### src/design/hri_pkg.sv
package hri_pkg;

	localparam int unsigned CFG_IDX_W = 2;
	localparam int unsigned TOL_W = 31;
	localparam int unsigned LIM_W = 16;

	localparam logic [CFG_IDX_W-1:0] CFG_TOLERANCE = 2'd0;
	localparam logic [CFG_IDX_W-1:0] CFG_ITER_LIMIT = 2'd1;

	localparam logic [TOL_W-1:0] TOL_RESET = 31'd66;
	localparam logic [LIM_W-1:0] LIM_RESET = 16'd50;

	localparam logic REQ_START = 1'b0;
	localparam logic REQ_EVAL = 1'b1;

	localparam logic [1:0] STATUS_PROBING = 2'd0;
	localparam logic [1:0] STATUS_CONVERGED = 2'd1;
	localparam logic [1:0] STATUS_ZERO_DERIV = 2'd2;
	localparam logic [1:0] STATUS_LIMIT = 2'd3;

	localparam logic [31:0] CAP_POS = 32'h7FFF_FFFF;
	localparam logic [31:0] CAP_NEG = 32'h8000_0000;

	typedef enum logic [9:0] {
		ST_IDLE   = 10'b00_0000_0001,
		ST_MUL_P  = 10'b00_0000_0010,
		ST_MUL_Q  = 10'b00_0000_0100,
		ST_MUL_N  = 10'b00_0000_1000,
		ST_TEST   = 10'b00_0001_0000,
		ST_DIV_GO = 10'b00_0010_0000,
		ST_DIV    = 10'b00_0100_0000,
		ST_UPD    = 10'b00_1000_0000,
		ST_FIN    = 10'b01_0000_0000,
		ST_SPARE  = 10'b10_0000_0000
	} state_t;

	typedef struct packed {
		logic done;
		logic ovf;
	} div_stat_t;

endpackage

### src/design/halley_root_iteration_core.sv
// Start items, and evaluations that arrive while no run is active, go straight to the
// result stage. An evaluation that runs the full update takes three multiplier passes,
// a 32-step radix-2 divider (one quotient bit per cycle) and the update. Converged
// evaluations finish at the tolerance test, zero-derivative ones before the divider.
// One item is in work at a time; s_tready is low until the result is handed to the output.
// arst_n clears the root, count and run flag and loads tolerance 66 and limit 50.
module halley_root_iteration_core (
	input  logic                               clk,
	input  logic                               arst_n,
	input  logic                               cfg_we,
	input  logic [hri_pkg::CFG_IDX_W-1:0]      cfg_index,
	input  logic [hri_pkg::TOL_W-1:0]          cfg_data,
	input  logic                               s_tvalid,
	output logic                               s_tready,
	// start_x [31:0], f_value [63:32], d1_value [95:64], d2_value [127:96]
	input  logic [127:0]                       s_tdata,
	// req_type [0]
	input  logic                               s_tuser,
	output logic                               m_tvalid,
	input  logic                               m_tready,
	// probe_x [31:0], iterations [47:32]
	output logic [47:0]                        m_tdata,
	// done_res
	output logic                               m_tlast,
	// status [1:0]
	output logic [1:0]                         m_tuser
);

	hri_pkg::state_t state_q;

	logic [hri_pkg::TOL_W-1:0] tol_q;
	logic [hri_pkg::LIM_W-1:0] lim_q;
	logic signed [31:0]        root_q;
	logic [15:0]               count_q;
	logic                      active_q;

	logic signed [31:0] f_q, d1_q, d2_q;
	logic [63:0]        dpos_q;
	logic [63:0]        dmag_q;
	logic               dneg_q;
	logic [63:0]        nmag_q;
	logic               neg_q;

	logic signed [31:0] res_x_q;
	logic               res_done_q;
	logic [1:0]         res_status_q;

	logic               m_tvalid_q;
	logic [31:0]        m_x_q;
	logic [15:0]        m_iter_q;
	logic               m_done_q;
	logic [1:0]         m_status_q;

	logic signed [31:0] mul_a, mul_b;
	logic signed [63:0] product_q;

	logic               div_start;
	hri_pkg::div_stat_t div_stat;
	logic [31:0]        quo_q;

	logic [31:0] f_mag;
	logic [63:0] q_mag;
	logic [63:0] nf_mag;
	logic [31:0] cap;
	logic [31:0] qmag;
	logic [33:0] step;
	logic [33:0] next_full;
	logic [31:0] next_root;
	logic        accept;

	assign s_tready = state_q == hri_pkg::ST_IDLE;
	assign accept = s_tvalid && s_tready;

	always_comb begin
		case (state_q)
			hri_pkg::ST_MUL_P: begin
				mul_a = d1_q;
				mul_b = d1_q;
			end
			hri_pkg::ST_MUL_Q: begin
				mul_a = f_q;
				mul_b = d2_q;
			end
			default: begin
				mul_a = f_q;
				mul_b = d1_q;
			end
		endcase
	end

	hri_mul u_mul (
		.clk       (clk),
		.a         (mul_a),
		.b         (mul_b),
		.product_q (product_q)
	);

	assign div_start = state_q == hri_pkg::ST_DIV_GO;

	hri_div u_div (
		.clk    (clk),
		.arst_n (arst_n),
		.start  (div_start),
		.nmag   (nmag_q),
		.dmag   (dmag_q),
		.stat   (div_stat),
		.quo_q  (quo_q)
	);

	assign f_mag = f_q[31] ? 32'(-f_q) : 32'(f_q);
	assign q_mag = product_q[63] ? 64'(-product_q) : 64'(product_q);
	assign nf_mag = q_mag;

	assign cap = neg_q ? hri_pkg::CAP_NEG : hri_pkg::CAP_POS;
	assign qmag = (div_stat.ovf || quo_q > cap) ? cap : quo_q;
	assign step = neg_q ? -{2'b00, qmag} : {2'b00, qmag};
	assign next_full = {{2{root_q[31]}}, root_q} - step;

	always_comb begin
		if (next_full[33:31] == 3'b000 || next_full[33:31] == 3'b111) begin
			next_root = next_full[31:0];
		end else if (next_full[33]) begin
			next_root = hri_pkg::CAP_NEG;
		end else begin
			next_root = hri_pkg::CAP_POS;
		end
	end

	always_ff @(posedge clk or negedge arst_n) begin
		if (!arst_n) begin
			state_q <= hri_pkg::ST_IDLE;
			tol_q <= hri_pkg::TOL_RESET;
			lim_q <= hri_pkg::LIM_RESET;
			root_q <= '0;
			count_q <= '0;
			active_q <= 1'b0;
			m_tvalid_q <= 1'b0;
		end else begin
			if (cfg_we) begin
				case (cfg_index)
					hri_pkg::CFG_TOLERANCE: tol_q <= cfg_data;
					hri_pkg::CFG_ITER_LIMIT: lim_q <= cfg_data[hri_pkg::LIM_W-1:0];
					default: ;
				endcase
			end

			// In the final state the handover below decides the valid flag.
			if (m_tvalid_q && m_tready && state_q != hri_pkg::ST_FIN) begin
				m_tvalid_q <= 1'b0;
			end

			case (state_q)
				hri_pkg::ST_IDLE: begin
					if (accept) begin
						if (s_tuser == hri_pkg::REQ_START) begin
							root_q <= s_tdata[31:0];
							count_q <= '0;
							active_q <= lim_q != '0;
							state_q <= hri_pkg::ST_FIN;
						end else if (!active_q) begin
							state_q <= hri_pkg::ST_FIN;
						end else begin
							if (count_q != 16'hFFFF) begin
								count_q <= count_q + 16'd1;
							end
							state_q <= hri_pkg::ST_MUL_P;
						end
					end
				end
				hri_pkg::ST_MUL_P: begin
					if (f_mag <= {1'b0, tol_q}) begin
						active_q <= 1'b0;
						state_q <= hri_pkg::ST_FIN;
					end else begin
						state_q <= hri_pkg::ST_MUL_Q;
					end
				end
				hri_pkg::ST_MUL_Q: state_q <= hri_pkg::ST_MUL_N;
				hri_pkg::ST_MUL_N: state_q <= hri_pkg::ST_TEST;
				hri_pkg::ST_TEST: begin
					if (dmag_q <= {17'd0, tol_q, 16'd0}) begin
						active_q <= 1'b0;
						state_q <= hri_pkg::ST_FIN;
					end else begin
						state_q <= hri_pkg::ST_DIV_GO;
					end
				end
				hri_pkg::ST_DIV_GO: state_q <= hri_pkg::ST_DIV;
				hri_pkg::ST_DIV: begin
					if (div_stat.done) begin
						state_q <= hri_pkg::ST_UPD;
					end
				end
				hri_pkg::ST_UPD: begin
					root_q <= next_root;
					if (count_q >= lim_q) begin
						active_q <= 1'b0;
					end
					state_q <= hri_pkg::ST_FIN;
				end
				hri_pkg::ST_FIN: begin
					if (!m_tvalid_q || m_tready) begin
						m_tvalid_q <= 1'b1;
						state_q <= hri_pkg::ST_IDLE;
					end
				end
				default: state_q <= hri_pkg::ST_IDLE;
			endcase
		end
	end

	// Datapath registers; the sequencer above decides when they matter.
	always_ff @(posedge clk) begin
		case (state_q)
			hri_pkg::ST_IDLE: begin
				if (accept) begin
					f_q <= s_tdata[63:32];
					d1_q <= s_tdata[95:64];
					d2_q <= s_tdata[127:96];
					if (s_tuser == hri_pkg::REQ_START) begin
						res_x_q <= s_tdata[31:0];
						res_done_q <= lim_q == '0;
						res_status_q <= (lim_q == '0) ? hri_pkg::STATUS_LIMIT
							: hri_pkg::STATUS_PROBING;
					end else begin
						res_x_q <= root_q;
						res_done_q <= 1'b1;
						res_status_q <= hri_pkg::STATUS_PROBING;
					end
				end
			end
			hri_pkg::ST_MUL_P: begin
				res_x_q <= root_q;
				res_done_q <= 1'b1;
				res_status_q <= hri_pkg::STATUS_CONVERGED;
			end
			hri_pkg::ST_MUL_Q: begin
				// d1 squared is never negative and at most 2^62, so doubling fits.
				dpos_q <= {product_q[62:0], 1'b0};
			end
			hri_pkg::ST_MUL_N: begin
				if (product_q[63] || product_q == '0) begin
					dneg_q <= 1'b0;
					dmag_q <= dpos_q + q_mag;
				end else if (64'(product_q) > dpos_q) begin
					dneg_q <= 1'b1;
					dmag_q <= 64'(product_q) - dpos_q;
				end else begin
					dneg_q <= 1'b0;
					dmag_q <= dpos_q - 64'(product_q);
				end
			end
			hri_pkg::ST_TEST: begin
				nmag_q <= {nf_mag[62:0], 1'b0};
				neg_q <= product_q[63] != dneg_q;
				res_x_q <= root_q;
				res_done_q <= 1'b1;
				res_status_q <= hri_pkg::STATUS_ZERO_DERIV;
			end
			hri_pkg::ST_UPD: begin
				res_x_q <= next_root;
				res_done_q <= count_q >= lim_q;
				res_status_q <= (count_q >= lim_q) ? hri_pkg::STATUS_LIMIT
					: hri_pkg::STATUS_PROBING;
			end
			hri_pkg::ST_FIN: begin
				if (!m_tvalid_q || m_tready) begin
					m_x_q <= res_x_q;
					m_iter_q <= count_q;
					m_done_q <= res_done_q;
					m_status_q <= res_status_q;
				end
			end
			default: ;
		endcase
	end

	assign m_tvalid = m_tvalid_q;
	assign m_tdata = {m_iter_q, m_x_q};
	assign m_tlast = m_done_q;
	assign m_tuser = m_status_q;

endmodule

### src/design/hri_mul.sv
module hri_mul (
	input  logic               clk,
	input  logic signed [31:0] a,
	input  logic signed [31:0] b,
	output logic signed [63:0] product_q
);

	always_ff @(posedge clk) begin
		product_q <= a * b;
	end

endmodule

### src/design/hri_div.sv
module hri_div (
	input  logic                   clk,
	input  logic                   arst_n,
	input  logic                   start,
	input  logic [63:0]            nmag,
	input  logic [63:0]            dmag,
	output hri_pkg::div_stat_t     stat,
	output logic [31:0]            quo_q
);

	logic        busy_q;
	logic        done_q;
	logic        ovf_q;
	logic [4:0]  cnt_q;
	logic [63:0] rem_q;
	logic [63:0] d_q;
	logic [31:0] num_q;
	logic [64:0] trial;
	logic        ge;
	logic [64:0] diff;

	assign trial = {rem_q, num_q[31]};
	assign ge = trial >= {1'b0, d_q};
	assign diff = trial - {1'b0, d_q};

	always_ff @(posedge clk or negedge arst_n) begin
		if (!arst_n) begin
			busy_q <= 1'b0;
			done_q <= 1'b0;
			ovf_q <= 1'b0;
			cnt_q <= '0;
		end else begin
			if (start) begin
				// A quotient of 2^32 or more always saturates, so the
				// long division only needs the low 32 quotient bits.
				ovf_q <= {16'd0, nmag} >= {dmag, 16'd0};
				if ({16'd0, nmag} >= {dmag, 16'd0}) begin
					done_q <= 1'b1;
				end else begin
					done_q <= 1'b0;
					busy_q <= 1'b1;
					cnt_q <= 5'd31;
				end
			end else if (busy_q) begin
				cnt_q <= cnt_q - 5'd1;
				done_q <= cnt_q == 5'd0;
				if (cnt_q == 5'd0) begin
					busy_q <= 1'b0;
				end
			end else begin
				done_q <= 1'b0;
			end
		end
	end

	always_ff @(posedge clk) begin
		if (start) begin
			d_q <= dmag;
			rem_q <= {16'd0, nmag[63:16]};
			num_q <= {nmag[15:0], 16'd0};
			quo_q <= '0;
		end else if (busy_q) begin
			rem_q <= ge ? diff[63:0] : trial[63:0];
			num_q <= {num_q[30:0], 1'b0};
			quo_q <= {quo_q[30:0], ge};
		end
	end

	assign stat.done = done_q;
	assign stat.ovf = ovf_q;

endmodule

### config.mk
export PLATFORM = sky130hd
export DESIGN_NAME = halley_root_iteration_core
export DESIGN_NICKNAME = d
export VERILOG_FILES = /design/src/design/hri_pkg.sv /design/src/design/halley_root_iteration_core.sv /design/src/design/hri_mul.sv /design/src/design/hri_div.sv
export SDC_FILE = /design/constraint.sdc
export NUM_CORES = 2
export LEC_CHECK = 0
export BUFFER_PORTS_ARGS = -buffer_cell sky130_fd_sc_hd__clkbuf_2
export CAP_MARGIN = 15
export CORE_MARGIN = 8
export CORE_UTILIZATION = 40
export DETAILED_ROUTE_END_ITERATION = 8
export GPL_TIMING_DRIVEN = 0
export MAX_ROUTING_LAYER = met4
export PLACE_DENSITY = 0.54
export SETUP_SLACK_MARGIN = 0.15
export SYNTH_ARGS = -nofsm -noshare
export SYNTH_HDL_FRONTEND = slang
export SYNTH_HIERARCHICAL = 1
export SYNTH_SLANG_ARGS = --single-unit
### constraint.sdc
create_clock -name clk -period 19.5 [get_ports clk]
set_clock_uncertainty 0.2 [all_clocks]
set_input_delay 0.975 -clock clk [delete_from_list [all_inputs] [get_ports clk]]
set_output_delay 0.975 -clock clk [all_outputs]
set_load 0.03 [all_outputs]
# ---- Word level (Yosys, flattened, before mapping)
# Index checks and enable logic that the tools add are counted.
dict set report word_totals {
  elab_cells 164
  ff_bits 729
  input_bits 167
  output_inout_bits 53
}
dict set report op_classes {
  n_addsub 10
  reduce_logical 30
  mul 1
  mux 59
  n_lt_le_gt_ge 7
  eq_ne 24
}
# cell count
set ops {}
lappend ops {{2-to-1 mux 32 bit} 11}
lappend ops {{2-to-1 mux 64 bit} 4}
lappend ops {{subtractor 64 bit} 3}
lappend ops {{2-to-1 mux 48 bit} 2}
lappend ops {{one-hot mux 32 bit (3 select lines)} 1}
lappend ops {{one-hot mux 10 bit (9 select lines)} 1}
lappend ops {{greater-or-equal comparator 64 x 80 -> 1 bit} 1}
lappend ops {{greater-or-equal comparator 65 x 64 -> 1 bit} 1}
lappend ops {{adder 64 bit} 1}
lappend ops {{greater-than comparator 64 bit} 1}
lappend ops {{<= comparator 64 x 47 -> 1 bit} 1}
lappend ops {{zero test 64 bit} 1}
lappend ops {{multiplier 32 x 32 -> 64 bit} 1}
lappend ops {{negator 64 bit} 1}
lappend ops {{one-hot mux 32 bit (2 select lines)} 1}
lappend ops {{2-to-1 mux 16 bit} 3}
lappend ops {{2-to-1 mux 9 bit} 4}
lappend ops {{2-to-1 mux 34 bit} 1}
lappend ops {{negator 32 -> 34 bit} 1}
lappend ops {{subtractor 34 bit} 1}
lappend ops {{greater-than comparator 32 bit} 1}
lappend ops {{<= comparator 32 x 31 -> 1 bit} 1}
lappend ops {{negator 32 bit} 1}
lappend ops {{2-to-1 mux 10 bit} 3}
lappend ops {{other kinds (41)} 84}

# ---- Logic depth before layout (Yosys ltp)
dict set report logic_depth {
  depth_word 11
  ltp_mapped 35
}

# ---- Modules after synthesis
# Netlist, hierarchy kept.
# mod area_each_um2 n_inst cells_per_inst
set by_module_without_submodules {}
lappend by_module_without_submodules {hri_mul 37527.2 1 3945}
lappend by_module_without_submodules {halley_root_iteration_core 36127.1 1 3994}
lappend by_module_without_submodules {hri_div 12658.4 1 1372}

# ---- Worst setup path after synthesis
# Ideal clock, no wire load.
dict set report synth_path {
  kind {flip-flop to flip-flop}
  start {register state_q[8]}
  end {register u_mul.product_q[57]}
  slack_ps 8770
  period_less_slack_ps 10730
  required_time_ps 19238
  path_stages_with_launch 32
  arrival_ps 10469
  cell_sequence {dfrtp_1 > or4_1 > nor4_1 > and3b_1 > clkbuf_1 > clkbuf_1 > nand2_1 > nand2_1 > clkbuf_1 > nand2_1 > fa_1 > inv_1 > fa_1 > fa_1 > fa_1 > fa_1 > fa_1 > fa_1 > inv_1 > fa_1 > inv_1 > ha_1 > clkbuf_1 > nand3_1 > nor4_4 > nand2_2 > a2111oi_4 > o31ai_2 > o31ai_4 > a41oi_2 > or4_1 > nand3_1}
}
dict set report synth_between {
  elab_chain_cells 3
  elab_cells_between_ends 5
  cone_classes {1 x mul; 2 x eq/ne; 2 x mux}
}
# element line_no
set synth_lines {}
lappend synth_lines {{from (decl)} halley_root_iteration_core.sv:29} ;# hri_pkg::state_t state_q;
lappend synth_lines {{from (signal assigned)} halley_root_iteration_core.sv:131} ;# state_q <= hri_pkg::ST_IDLE;
lappend synth_lines {{from (signal assigned)} halley_root_iteration_core.sv:159} ;# state_q <= hri_pkg::ST_FIN;
lappend synth_lines {{from (signal assigned)} halley_root_iteration_core.sv:161} ;# state_q <= hri_pkg::ST_FIN;
lappend synth_lines {{== test 10 x 3 -> 1 bit} halley_root_iteration_core.sv:75} ;# case (state_q)
lappend synth_lines {{2-to-1 mux 32 bit} halley_root_iteration_core.sv:75}
lappend synth_lines {{net mul_b[23]} halley_root_iteration_core.sv:54} ;# logic signed [31:0] mul_a, mul_b;
lappend synth_lines {{multiplier 32 x 32 -> 64 bit} hri_mul.sv:9} ;# product_q <= a * b;
lappend synth_lines {{to (signal assigned)} hri_mul.sv:9}
lappend synth_lines {{to (decl)} hri_mul.sv:5} ;# output logic signed [63:0] product_q
# The timed path passes the listed nets, and every way through them passes these cells.
# A chain may end at the register's enable or synchronous reset.

# ---- Worst setup path in the final report
dict set report layout_path {
  start {register state_q[8]}
  end {register u_mul.product_q[61]}
}
# The elaborated chain is that of the path after synthesis.

==> key figures <==
Final layout
  • Fraction of final layout cells sized beyond drive strength 1: 6.166%
  • Post-layout nets: 11530
  • P&R area growth vs syn: 9.447%
  • Utilization after layout: 44.02%

Logic synthesis
  • Share of async-settable or async-resettable flops after synthesis: 15.66%
  • Synth Instances: 9311
  • Library cell with the largest summed area after synthesis: sky130_fd_sc_hd__fa_1
  • EDFF count, synth: 502
  • Most common cell in the netlist: sky130_fd_sc_hd__inv_1
  • Synthesized area divided by synthesized cell count: 9.270 µm²
  • Number of storage elements in the synthesis netlist: 728
  • Number of warnings printed during yosys synthesis: 6
  • Count of different cell masters after synthesis: 116
  • Synth top area cells: sky130_fd_sc_hd__fa_1 (25%), sky130_fd_sc_hd__edfxtp_1 (17%), sky130_fd_sc_hd__ha_1 (9.2%)
  • Proportion of netlist area held by the largest area contributor: 25.21%
  • Portion of the post-synthesis area used by sequential elements: 23.38%
  • Post-synth design cell area: 86310 µm²
  • Leading cell types by count after synthesis: sky130_fd_sc_hd__inv_1 (1356), sky130_fd_sc_hd__fa_1 (1087), sky130_fd_sc_hd__nand2_1 (1077)
  • Prevailing post-synth register cell: sky130_fd_sc_hd__edfxtp_1

Placed design
  • Detail Placement HPWL: 293700 µm
  • Count of buffers inserted at the top-level ports: 218
  • Global placement routability congestion: 1.057

GRT
  • Aggregate global-route resource usage: 30.84%
  • Pin count of the biggest net entering global routing: 84
  • Most used routing layer: met2
  • Number of antenna violations at the first check in global routing: 54
  • Total overflow reported by the global router: 0
  • Met3 track demand over resource: 5.846%
  • Wire length of the first global-routing pass: 504200 µm
  • Met2 capacity usage during global routing: 45.76%
  • Met1 usage: 40.95%
  • Number of global-route vias before repair: 71530

STA
  • Number of hold violations in the final report: 0
  • Post-route clock period utilization: 65.35%
  • Unrepaired setup endpoints after global routing: no
  • Minimum period implied by the final worst setup slack: 12740 ps
  • Slew headroom: 8.571%
  • Max-slew violation total from the final report: 0
  • Max Freq: 78.47 MHz
  • Final Setup Violations: 0
  • Total Neg Setup Slack: 0 ps
  • Pin slew with the least headroom to its limit: 1371 ps

Setup path
  • Worst Path Required: 19950 ps
  • CP Class: reg2reg
  • Top fanout value on the critical path: 11
  • Startpoint type of the worst setup path: flip-flop
  • Origin of the critical flop-to-flop path: state_q[8]
  • End of the worst register-to-register path: u_mul/product_q[61]
  • CP max stage cell: sky130_fd_sc_hd__fa_1
  • Endpoint type of the worst setup path: flip-flop
  • Worst setup startpoint: state_q[8]
  • Register-to-register setup slack: 6760 ps
  • Most repeated library cell on the critical path: sky130_fd_sc_hd__fa_1
  • Maximum cell stage delay along the critical path: 1260 ps
  • Critical Path AT: 13190 ps
  • Path depth of the worst reg2reg path: 32

Route
  • First-iteration detailed-routing DRC count: 7243
  • Routed via count divided by cell count: 5.695
  • Total vias in the final route: 71700
  • First-pass DRT Iterations: 6
  • Final ANT Viol Nets: 0
  • Post-Route WL: 352900 µm
  • DR DRC count: 0
  • Routed length per instance: 28.03 µm

Clock network
  • Worst-path clk slew: 60 ps
  • Clock buffers created by TritonCTS: 86
  • Clock root buffer master: sky130_fd_sc_hd__clkbuf_16
  • Total number of clock tree sinks: 728
  • Max Buffers Root-to-Sink: 3
  • Clock H-tree levels: 3
  • TritonCTS clock tree: done
  • Post-CTS Setup Bufs: 0
  • Clock latency on the worst-skew pair: 730 ps

Floorplan
  • Cell Rows: 170
  • I/O Pins: 220
  • Effective utilization at floorplan: 40.22%
  • Die span in x: 480.5 µm
  • Floorplan die height: 480.5 µm
  • DIE AREA: 230900 µm²
  • Core area: 214600 µm²

Run status
  • Result of the run: finished clean

Flow run
  • Max-cap check violation count: 0

Worst hold path
  • Hold Path Class: reg2reg
  • Worst hold path startpoint: res_x_q[31]
  • Capture endpoint of the worst hold path: m_x_q[31]
  • Cell count of the worst hold path: 0
==> kinds of logic (layout without fill, tap and decap cells) <==
| group | Yosys count | in the layout | synth area share (%) |
|---|---|---|---|
| buffers and inverters | 1798 | 2200 | 7.905 |
| AO/OA/AOI/OAI | 1881 | 1881 | 13.59 |
| adder cells (fa/ha/maj) | 1719 | 1719 | 34.37 |
| flip-flops | 728 | 728 | 23.38 |
| multiplexers | 154 | 154 | 1.924 |
| other | 1 | 39 | 0.004345 |
| XOR/XNOR | 375 | 375 | 3.805 |
| AND/OR/NAND/NOR | 2655 | 2655 | 15.02 |
==> layout by cell type, fill, tap and decap left out, drive strengths merged, types with 98 or more instances in the layout <==
cell type,count
nand3,98
clkbuf,717
dfxtp,112
xor2,105
and2,534
fa,1087
ha,632
xnor2,270
edfxtp,502
a21o,198
inv,1365
o21ai,479
a21oi,605
nand4,109
nor2,399
dfrtp,108
nand2,1078
==> metrics by stage <==
step,instance area [µm²],hold slack (ps),setup WS (ps),instances
global placement,90960,201.2,4144,12370
floorplan,86320,200.3,8770,9312
CTS,94360,139.7,6750,12550
finish,94470,201.3,6757,12590
detailed placement,91340,205.6,6717,12390
global route,94420,167.8,6140,12570
==> worst max-delay path: cells and delay by family, from the launching register on <==
family          cells  cell delay (ps)
fa+ha+maj           9             5400
compound gates      6             1420
buf+inv             9             2870
simple gates        8             2290
flops               1              430
==> layout make-up <==
cell class,instances,area [µm²]
Timing Repair Buffer,241,1448
Antenna cell,37,92.59
Clock buffer,104,2323
Multi-Input combinational cell,6786,59350
Tap cell,2838,3551
Clock inverter,57,688.2
Inverter,1358,5105
Buffer,440,1730
Sequential cell,728,20180
Fill cell,21140,120200
==> how the worst max path moves through the flow <==
stage / end / cells after the start
final: u_mul/product_q[61] / 32
after global routing: u_mul/product_q[61] / 32
after CTS: u_mul/product_q[61] / 32
after detailed placement: u_mul/product_q[61] / 32
after global placement: u_mul/product_q[57] / 31
after floorplan: u_mul/product_q[57] / 31
==> flip-flops by register name, summed over array words and instances (netlist names), 2 cells and up <==
name and flops:
u_mul/product_q 64, u_div/quo_q 32, m_tuser 2, res_x_q 32, dpos_q 63, nmag_q 63, res_status_q 2, d2_q 32
d1_q 32, tol_q 31, f_q 32, count_q 16, lim_q 16, dmag_q 64, m_x_q 32, u_div/d_q 64
u_div/num_q 16, m_iter_q 16, u_div/rem_q 64, u_div/cnt_q 5, root_q 32, state_q 9
==> repair_timing <==
action | 4_1_cts | 5_1_grt
endpoints found under the setup margin | 0 | 0
endpoints found under the hold margin | 31 | 0
hold buffers | 1 | 0
resized for setup | 0 | 0
==> per-layer routing <==
layer | vias up | part of all wire (%)
met5 | - | 0
met4 | 0 | 5.8
met3 | 675 | 8.8
met2 | 3363 | 43
met1 | 36070 | 42
li1 | 31590 | -
Power is not shown: default switching activity piles up to over one toggle a cycle in this logic, so the estimate is an artifact.
